==> src/rtl/yrc_pkg.sv <==
// Package for the YUYV to RGB converter: payload types, coefficients and widths.
package yrc_pkg;

    // Width of the fixed-point accumulator (signed, 16 fraction bits)
    localparam int ACC_W     = 26;
    localparam int FRAC_BITS = 16;
    localparam int CHAN_W    = 8;

    // Register stages from input transfer to result
    localparam int STAGES    = 3;

    // Colour coefficients, value * 65536, rounded to nearest
    localparam logic signed [ACC_W-1:0] COEF_RV = ACC_W'(89831);
    localparam logic signed [ACC_W-1:0] COEF_GV = ACC_W'(45744);
    localparam logic signed [ACC_W-1:0] COEF_GU = ACC_W'(22127);
    localparam logic signed [ACC_W-1:0] COEF_BU = ACC_W'(113538);

    // Output scaling: (x * SCALE_MUL) >> CHAN_W
    localparam logic [CHAN_W-1:0] SCALE_MUL = 8'd220;
    localparam logic [CHAN_W-1:0] CHAN_MAX  = 8'd255;

    // One packed YUYV macropixel
    typedef struct packed {
        logic [7:0] luma_first;
        logic [7:0] chroma_blue;
        logic [7:0] luma_second;
        logic [7:0] chroma_red;
        logic       frame_end_in;
    } yuyv_in_t;

    // Two converted RGB pixels
    typedef struct packed {
        logic [7:0] red_first;
        logic [7:0] green_first;
        logic [7:0] blue_first;
        logic [7:0] red_second;
        logic [7:0] green_second;
        logic [7:0] blue_second;
        logic       frame_end_out;
    } rgb_out_t;

    // Chroma products shared by both pixels of a macropixel
    typedef struct packed {
        logic signed [ACC_W-1:0] rv;
        logic signed [ACC_W-1:0] gv;
        logic signed [ACC_W-1:0] gu;
        logic signed [ACC_W-1:0] bu;
    } chroma_prod_t;

    // One scaled RGB pixel
    typedef struct packed {
        logic [CHAN_W-1:0] red;
        logic [CHAN_W-1:0] green;
        logic [CHAN_W-1:0] blue;
    } pixel_rgb_t;

endpackage

==> src/rtl/yrc_pixel.sv <==
// One pixel of the converter: luma plus chroma sums, then clamp and scale.
module yrc_pixel (
    input  logic                 clk,
    input  logic [7:0]           luma,
    input  yrc_pkg::chroma_prod_t prod,
    output yrc_pkg::pixel_rgb_t  rgb
);
    import yrc_pkg::*;

    logic signed [ACC_W-1:0] base;
    logic signed [ACC_W-1:0] sum_r_next, sum_g_next, sum_b_next;
    logic signed [ACC_W-1:0] sum_r_reg, sum_g_reg, sum_b_reg;
    pixel_rgb_t              rgb_next, rgb_reg;

    // Clamp the floored sum to 0..255, then scale to 0..219
    function automatic logic [CHAN_W-1:0] clamp_scale(input logic signed [ACC_W-1:0] acc);
        logic [ACC_W-FRAC_BITS-1:0] whole;
        logic [CHAN_W-1:0]          chan;
        logic [2*CHAN_W-1:0]        scaled;
        whole = acc[ACC_W-1:FRAC_BITS];
        if (acc[ACC_W-1])
            chan = '0;
        else if (whole[ACC_W-FRAC_BITS-1:CHAN_W] != '0)
            chan = CHAN_MAX;
        else
            chan = whole[CHAN_W-1:0];
        scaled = {{CHAN_W{1'b0}}, chan} * {{CHAN_W{1'b0}}, SCALE_MUL};
        return scaled[2*CHAN_W-1:CHAN_W];
    endfunction

    // Stage 2: channel sums
    assign base = $signed({{(ACC_W-FRAC_BITS-8){1'b0}}, luma, {FRAC_BITS{1'b0}}});

    always_comb
    begin
        sum_r_next = base + prod.rv;
        sum_g_next = base - prod.gv - prod.gu;
        sum_b_next = base + prod.bu;
    end

    always_ff @(posedge clk)
    begin
        sum_r_reg <= sum_r_next;
        sum_g_reg <= sum_g_next;
        sum_b_reg <= sum_b_next;
    end

    // Stage 3: clamp and scale into the output register
    always_comb
    begin
        rgb_next.red   = clamp_scale(sum_r_reg);
        rgb_next.green = clamp_scale(sum_g_reg);
        rgb_next.blue  = clamp_scale(sum_b_reg);
    end

    always_ff @(posedge clk)
    begin
        rgb_reg <= rgb_next;
    end

    assign rgb = rgb_reg;

endmodule

==> src/rtl/yuyv_to_rgb_converter_core.sv <==
// Top level of the YUYV 4:2:2 to scaled RGB888 converter.
//
// Usage:
//   Input: drive a macropixel (Y0, U, Y1, V and a last-of-frame mark) on
//   macropixel and raise start; the transfer happens at the clock edge where
//   start is high and busy is low. busy is always low, so a new macropixel
//   may be presented in every cycle.
//   Output: each macropixel yields one result of two RGB pixels on rgb_pair,
//   marked by done for exactly one cycle. The receiver cannot stall; results
//   must be taken as they come.
//   Pipeline: three register stages lie between the input transfer and done
//   (chroma products, channel sums, clamp and scale).
//   Throughput: one macropixel per cycle, set by the three-stage pipeline
//   with one multiplier per coefficient and one scaler per channel of each pixel.
//   Reset: rst_n clears the valid bits of the pipeline; items in flight are
//   dropped and no done follows until new input arrives. The arithmetic
//   registers are not reset.
module yuyv_to_rgb_converter_core (
    input  logic              clk,
    input  logic              rst_n,
    input  logic              start,
    output logic              busy,
    input  yrc_pkg::yuyv_in_t macropixel,
    output logic              done,
    output yrc_pkg::rgb_out_t rgb_pair
);
    import yrc_pkg::*;

    logic                    accept;
    logic signed [7:0]       du, dv;
    logic signed [ACC_W-1:0] du_ext, dv_ext;
    chroma_prod_t            prod_next, prod_reg;
    logic [7:0]              luma_first_reg, luma_second_reg;
    logic [STAGES-1:0]       valid_next, valid_reg;
    logic [STAGES-1:0]       frame_end_next, frame_end_reg;
    pixel_rgb_t              rgb_first, rgb_second;

    // Never holds off input
    assign busy   = 1'b0;
    assign accept = start && !busy;

    // Stage 1: chroma offsets and products; flipping the MSB subtracts 128
    assign du     = $signed({~macropixel.chroma_blue[7], macropixel.chroma_blue[6:0]});
    assign dv     = $signed({~macropixel.chroma_red[7], macropixel.chroma_red[6:0]});
    assign du_ext = ACC_W'(du);
    assign dv_ext = ACC_W'(dv);

    always_comb
    begin
        prod_next.rv = dv_ext * COEF_RV;
        prod_next.gv = dv_ext * COEF_GV;
        prod_next.gu = du_ext * COEF_GU;
        prod_next.bu = du_ext * COEF_BU;
    end

    always_ff @(posedge clk)
    begin
        prod_reg        <= prod_next;
        luma_first_reg  <= macropixel.luma_first;
        luma_second_reg <= macropixel.luma_second;
    end

    // Valid bits and frame mark travel alongside the data
    assign valid_next     = {valid_reg[STAGES-2:0], accept};
    assign frame_end_next = {frame_end_reg[STAGES-2:0], macropixel.frame_end_in};

    always_ff @(posedge clk or negedge rst_n)
    begin
        if (!rst_n)
            valid_reg <= '0;
        else
            valid_reg <= valid_next;
    end

    always_ff @(posedge clk)
    begin
        frame_end_reg <= frame_end_next;
    end

    // Stages 2 and 3 for each pixel
    yrc_pixel u_pixel_first (
        .clk  (clk),
        .luma (luma_first_reg),
        .prod (prod_reg),
        .rgb  (rgb_first)
    );

    yrc_pixel u_pixel_second (
        .clk  (clk),
        .luma (luma_second_reg),
        .prod (prod_reg),
        .rgb  (rgb_second)
    );

    // Result
    assign done = valid_reg[STAGES-1];

    always_comb
    begin
        rgb_pair.red_first     = rgb_first.red;
        rgb_pair.green_first   = rgb_first.green;
        rgb_pair.blue_first    = rgb_first.blue;
        rgb_pair.red_second    = rgb_second.red;
        rgb_pair.green_second  = rgb_second.green;
        rgb_pair.blue_second   = rgb_second.blue;
        rgb_pair.frame_end_out = frame_end_reg[STAGES-1];
    end

endmodule

==> config.mk <==
export PLATFORM = sky130hd
export DESIGN_NAME = yuyv_to_rgb_converter_core
export DESIGN_NICKNAME = d
export VERILOG_FILES = /design/src/rtl/yrc_pkg.sv /design/src/rtl/yrc_pixel.sv /design/src/rtl/yuyv_to_rgb_converter_core.sv
export SDC_FILE = /design/constraint.sdc
export NUM_CORES = 1
export LEC_CHECK = 0
export ABC_AREA = 1
export BUFFER_PORTS_ARGS = -buffer_cell sky130_fd_sc_hd__buf_2
export CORE_ASPECT_RATIO = 0.6
export CORE_MARGIN = 2
export CORE_UTILIZATION = 45
export CTS_BUF_LIST = sky130_fd_sc_hd__clkbuf_8
export DETAILED_ROUTE_END_ITERATION = 12
export SLEW_MARGIN = 30
export SYNTH_ARGS = -nofsm -noshare
export SYNTH_HDL_FRONTEND = slang
export SYNTH_SLANG_ARGS = --single-unit
==> constraint.sdc <==
create_clock -name clk -period 4.2 [get_ports clk]
set_input_delay 0.21 -clock clk [delete_from_list [all_inputs] [get_ports clk]]
set_output_delay 0.21 -clock clk [all_outputs]
set_load 0.01 [all_outputs]
==> impl_metrics.py, run 1 <==
metrics = {
    "finish": {
        "layout.nets": 3698,
        "num-fill-cells": 4939,
        "drive_gt1_share_pct": 5.81,
        "mostFrequentLayoutCell": "inv_1",
        "num_antenna_cells": 0,
        "area_growth_pct": 9.54,
        "largest_register_ffs": 65,
        "layout_common_cells": "inv_1, nand2_1, ha_1, fa_1, dfxtp_1",
    },
    "global_route": {
        "grt_antenna_before_repair": 1,
        "first_global_vias": 17700,
        "grt_max_degree": 20,
        "track_usage_pct": 22.4,
        "grt_first_pass_wirelength_mm": 92.7,
        "grt_overflow": 0,
    },
    "timing": {
        "fin_tns_setup_ps": 0,
        "period_share_pct": 92.5,
        "rsz0062_at_grt": "false",
        "finClkSkew_ps": 26.1,
        "fmax_ghz": 0.257,
        "hold_viol": 0,
        "period_minus_slack_ps": 3890,
        "max-slew-margin-rel_pct": 39.8,
        "worst_pin_slew_ps": 896,
        "finalSetupViolCount": 0,
        "drv_slew": 0,
    },
    "run": {
        "max_cap_viol_count": 0,
    },
    "worst_hold_path": {
        "holdCritPathClass": "primary input to flip-flop",
    },
    "floorplanning": {
        "core_area_um2": 50700,
        "row_count": 64,
        "fp.dieW_um": 296,
        "start_util_pct": 45.3,
        "fp.dieH_um": 179,
        "io_pins": 87,
        "die_area_um2": 52900,
    },
    "synthesis": {
        "syn_area_um2": 23000,
        "synth_cell_types": 41,
        "yosysSeqAreaShare_pct": 17.1,
        "yosysTopAreaCellShare_pct": 23.7,
        "yosysTopAreaCell": "ha_1",
        "synth_edf_count": 0,
        "synthTopCellsByArea": "ha_1, fa_1, dfxtp_1",
        "ys_async_sr_fraction_pct": 1.54,
        "syn_nets": 3536,
        "ys.flop_type": "dfxtp_1",
        "synth_area_per_cell_um2": 8.10,
        "yosysWarnings": 0,
        "postSynthRegisterBits": 195,
        "syn_inst": 2836,
    },
    "detailed_routing": {
        "top_layer_used": "met4",
        "via_count": 18300,
        "wl_mm": 57.7,
        "routedWlPerCell_um": 15.6,
        "wl_met1_mm": 30.8,
        "firstDrtPassIters": 6,
        "viasPerCell": 4.95,
        "wl_met3_mm": 4.10,
        "drc": 0,
        "met2_length_mm": 22.2,
        "route.antenna.remaining_nets": 0,
        "drtIter0Drc": 1334,
    },
    "worst_setup_path": {
        "required_ps": 4620,
        "critical_path_class": "flip-flop to flip-flop",
        "critPathArrivalTime_ps": 4310,
        "crit_path_max_fanout": 8,
        "cp-end-kind": "flip-flop",
        "start_kind": "flip-flop",
    },
    "cts": {
        "htree_levels": 4,
        "cts_tree": "built",
        "cts_root_buffer": "clkbuf_8",
        "clock-sinks": 195,
        "clk_pin_slew_ps": 110,
        "clk_path_buf_depth": 2,
        "numCtsBuffers": 17,
        "clk_latency_ps": 520,
    },
    "placement": {
        "io_buffers": 85,
        "routabilityCongestion": 0.969,
        "dp_hpwl_mm": 50.3,
    },
    "status": {
        "outcome": "completed",
    },
}
## final timing paths
path | slack, ps | start | end | depth (start not counted)
worst max-delay path | 310 | u_pixel_first.sum_b_reg[24] | u_pixel_first.rgb[6] | 17
worst min-delay path | 40 | macropixel[1] | prod_reg[78] | 2
worst max register to register | 310 | u_pixel_first.sum_b_reg[24] | u_pixel_first.rgb[6] | 17
worst min register to register | 340 | frame_end_reg[0] | frame_end_reg[1] | 0
max in group asynchronous | 3500 | rst_n | valid_reg[0] | 3
min in group asynchronous | 560 | rst_n | valid_reg[2] | 3
## per-stage QoR
| stage | hold WS [ps] | area (um2) | instances | setup WS (ps) | util [%] |
|---|---|---|---|---|---|
| floorplan | -85.6 | 23000 | 2836 | 422 | - |
| global placement | 2.70 | 24500 | 3650 | 159 | 48.4 |
| detailed placement | 6.87 | 24500 | 3650 | 69.6 | 48.4 |
| CTS | 0.412 | 25100 | 3702 | 137 | 49.6 |
| global route | 10.2 | 25200 | 3704 | 33.2 | 49.6 |
| finish | 42.9 | 25200 | 3704 | 314 | 49.6 |
## metal layers
| metal | vias up | global-route usage, % |
|---|---|---|
| li1 | 9189 | - |
| met1 | 8588 | 35.2 |
| met2 | 509 | 31.3 |
| met3 | 36 | 4.95 |
| met4 | 0 | 3.36 |
| met5 | - | 0 |
## synthesized netlist by cell type, drive strengths merged, types with 2 or more instances
cell type	n
buf	2
nor4	5
ha	435
inv	701
or2	7
nor2	163
o21ai	99
nand2	454
xor2	81
xnor2	31
o211ai	7
o21bai	28
nand3	117
dfxtp	192
a31oi	4
dfrtp	3
o31ai	2
a21boi	10
fa	229
o21a	6
a21o	28
nand4	31
a211oi	6
and2	2
nand3b	3
clkbuf	2
nor3	27
a21oi	155
o2111ai	4
## area by class of cell
type                    count  area (um2)  share of cell area [%]
inverters                 701        2630                    10.5
multi-input cells        1936       16400                    65.2
flip-flops and latches    195        3920                    15.6
well taps                 693         867                    3.45
repair buffers            147         941                    3.74
clock inverters            15         171                   0.681
clock buffers              17         234                   0.930
## logic make-up (layout without fill, tap and decap cells)
kind of cell,count (synthesis),count (layout),synth area share [%]
AND/OR/NAND/NOR,810,810,14.7
buffers and inverters,705,880,11.6
adder cells (fa/ha/maj),664,664,43.7
AO/OA/AOI/OAI,349,349,8.71
flip-flops,195,195,17.1
XOR/XNOR,112,112,4.27
other,1,1,0.0163
## repair_timing
item                       in CTS  in global routing
hold endpoints to repair       21                  0
setup endpoints to repair       0                 12
gates resized for setup         0                 12
hold buffers                   20                  0
setup buffers                   0                  2
## critical path, stage by stage, from the launching register on
cell,delay [ps]
dfxtp_1,380
o21ai_0,370
inv_1,220
fa_1,550
inv_1,50
fa_1,470
inv_1,50
fa_1,470
ha_1,350
a21oi_1,200
o21a_1,130
nand2_1,80
nand2_1,130
nand2_1,100
nand2_1,80
nand2_1,50
nand2_1,50
nand2_1,40
Power of run 1 is left out: the tool's default activity adds up to more than one toggle a clock period on the data nets, which glitch-free logic cannot reach.
==> inputs of run 2 (changes only) <==
Settings changed: SYNTH_HIERARCHICAL from default to 1.
==> run 2 against run 1 <==
  * Register-to-register slack about the same
  * Highest routed layer unchanged
  * Clock skew decreased by 2.8 ps
  * Die area up 8.0%
  * Core utilization about the same
  * Global-route usage rose by 0.16 points
  * Cell count rose by 13%
  * Critical path type unchanged
  * Final area increased by 7.1%
  * Sequential share of layout area shrank 1.0 points
  * Wire length grew 8.7%
  * Critical endpoint is now u_pixel_second/rgb[15]
  * Sequential cell count is the same
==> impl_metrics.py, run 2 <==
metrics = {
    "timing": {
        "fin_tns_setup_ps": 0,
        "hold_viol": 0,
        "finalSetupViolCount": 0,
        "worst_pin_slew_ps": 731,
        "drv_slew": 0,
        "period_share_pct": 92.2,
        "max-slew-margin-rel_pct": 50.7,
        "rsz0062_at_grt": "false",
        "period_minus_slack_ps": 3870,
        "finClkSkew_ps": 23.3,
        "fmax_ghz": 0.258,
    },
    "detailed_routing": {
        "viasPerCell": 4.80,
        "route.antenna.remaining_nets": 0,
        "firstDrtPassIters": 6,
        "wl_mm": 62.7,
        "drtIter0Drc": 1615,
        "via_count": 20100,
        "drc": 0,
        "routedWlPerCell_um": 15.0,
    },
    "finish": {
        "drive_gt1_share_pct": 4.76,
        "layout.nets": 4175,
        "area_growth_pct": 8.50,
        "largest_register_ffs": 65,
        "mostFrequentLayoutCell": "inv_1",
        "num_antenna_cells": 0,
        "layout_common_cells": "inv_1, nand2_1, ha_1, fa_1, a21oi_1",
    },
    "worst_hold_path": {
        "whs_endpoint": "prod_reg[103]",
        "min_from": "macropixel[8]",
        "hold_depth": 4,
        "holdCritPathClass": "primary input to flip-flop",
    },
    "cts": {
        "cts_root_buffer": "clkbuf_8",
        "htree_levels": 4,
        "numCtsBuffers": 17,
        "clk_latency_ps": 540,
        "cts_setup_buffers": 0,
        "clock-sinks": 195,
        "clk_pin_slew_ps": 130,
        "cts_tree": "built",
        "clk_path_buf_depth": 2,
    },
    "status": {
        "outcome": "completed",
    },
    "global_route": {
        "grt_max_degree": 23,
        "grt_overflow": 0,
        "track_usage_pct": 22.6,
        "grt_first_pass_wirelength_mm": 101,
        "first_global_vias": 18800,
        "grt_antenna_before_repair": 0,
    },
    "floorplanning": {
        "die_area_um2": 57200,
        "start_util_pct": 45.7,
        "fp.dieH_um": 186,
        "fp.dieW_um": 307,
        "core_area_um2": 54300,
        "io_pins": 87,
        "row_count": 66,
    },
    "worst_setup_path": {
        "crit_chain": "o21ai_0 -> inv_1 -> ha_1 -> inv_1 -> fa_1 -> inv_1 -> fa_1 -> inv_1 -> ha_1 -> nand2_1 -> nor3_1 -> nand2_1 -> nand3_1 -> nand2_1 -> nand2_1 -> xor2_1",
        "rrSetupSlack_ps": 330,
        "r2r-start": "u_pixel_second/sum_g_reg[24]",
        "required_ps": 4670,
        "crit_path_max_fanout": 8,
        "cp-startpoint": "u_pixel_second/sum_g_reg[24]",
        "cp_top_family": "adder cells",
        "r2r_cells": 16,
        "critical_path_class": "flip-flop to flip-flop",
        "start_kind": "flip-flop",
        "cp_num_buf_inv": 4,
        "rr_endpoint": "u_pixel_second/rgb[15]",
        "crit_path_max_incr_delay_ps": 550,
        "slowest_stage": "o21ai_0",
        "cp-end-kind": "flip-flop",
        "critPathArrivalTime_ps": 4340,
    },
    "synthesis": {
        "syn_inst": 3305,
        "yosysWarnings": 6,
        "syn_area_um2": 24800,
        "synth_area_per_cell_um2": 7.52,
    },
    "placement": {
        "io_buffers": 85,
        "dp_hpwl_mm": 55.1,
        "routabilityCongestion": 0.953,
    },
    "run": {
        "max_cap_viol_count": 0,
    },
}
-- run 2: layer usage --
layer / track usage, % / wire, um / share of wire (%) / vias up
met5: 0 / 0 / 0 / -
met2: 29.3 / 22100 / 35 / 558
li1: - / - / - / 10500
met3: 6.10 / 5500 / 8.8 / 31
met1: 36.6 / 34600 / 55 / 8983
met4: 2.97 / 465 / 0.74 / 0
-- run 2: timing repair --
item	4_1_cts	5_1_grt
endpoints found under the setup margin	0	5
resized for setup	0	2
hold buffers	21	0
endpoints found under the hold margin	22	0
-- run 2: metrics by stage --
stage                     setup slack [ps]  util, %  std cells  hold WS [ps]  cell area (um2)
after floorplan                        567        -       3313         -85.6            24900
after global placement                 161     48.4       4129          8.28            26300
after detailed placement               225     48.4       4129          8.07            26300
after CTS                              297     49.6       4182          10.6            27000
after global routing                 0.164     49.6       4182          28.2            27000
final                                  329     49.6       4182          48.0            27000
-- run 2: worst register-to-register path, stage by stage (launching register included) --
cell and delay (ps):
dfxtp_1 400, o21ai_0 550, inv_1 210, ha_1 330, inv_1 80, fa_1 530, inv_1 60, fa_1 540
inv_1 40, ha_1 360, nand2_1 80, nor3_1 130, nand2_1 70, nand3_1 150, nand2_1 80, nand2_1 70
xor2_1 130
-- run 2: how the worst max path moves through the flow --
| stage | to | slack (ps) | cells past startpoint |
|---|---|---|---|
| 2_1_floorplan | prod_reg[49] | 570 | 16 |
| 3_3_place_gp | prod_reg[48] | 160 | 18 |
| 3_5_place_dp | prod_reg[44] | 230 | 18 |
| 4_1_cts | u_pixel_second/rgb[21] | 300 | 17 |
| 5_1_grt | u_pixel_second/rgb[5] | 0.2 | 17 |
| 6_report | u_pixel_second/rgb[15] | 330 | 16 |
-- run 2: final cells by class --
cell class,instances,area [um2]
fill,5508,27400
multi-input combinational,2299,17900
sequential,195,3920
inverter,817,3070
tap,714,893
timing repair buffer,125,778
clock buffer,17,234
clock inverter,15,190
Power of run 2 is left out for the same reason.
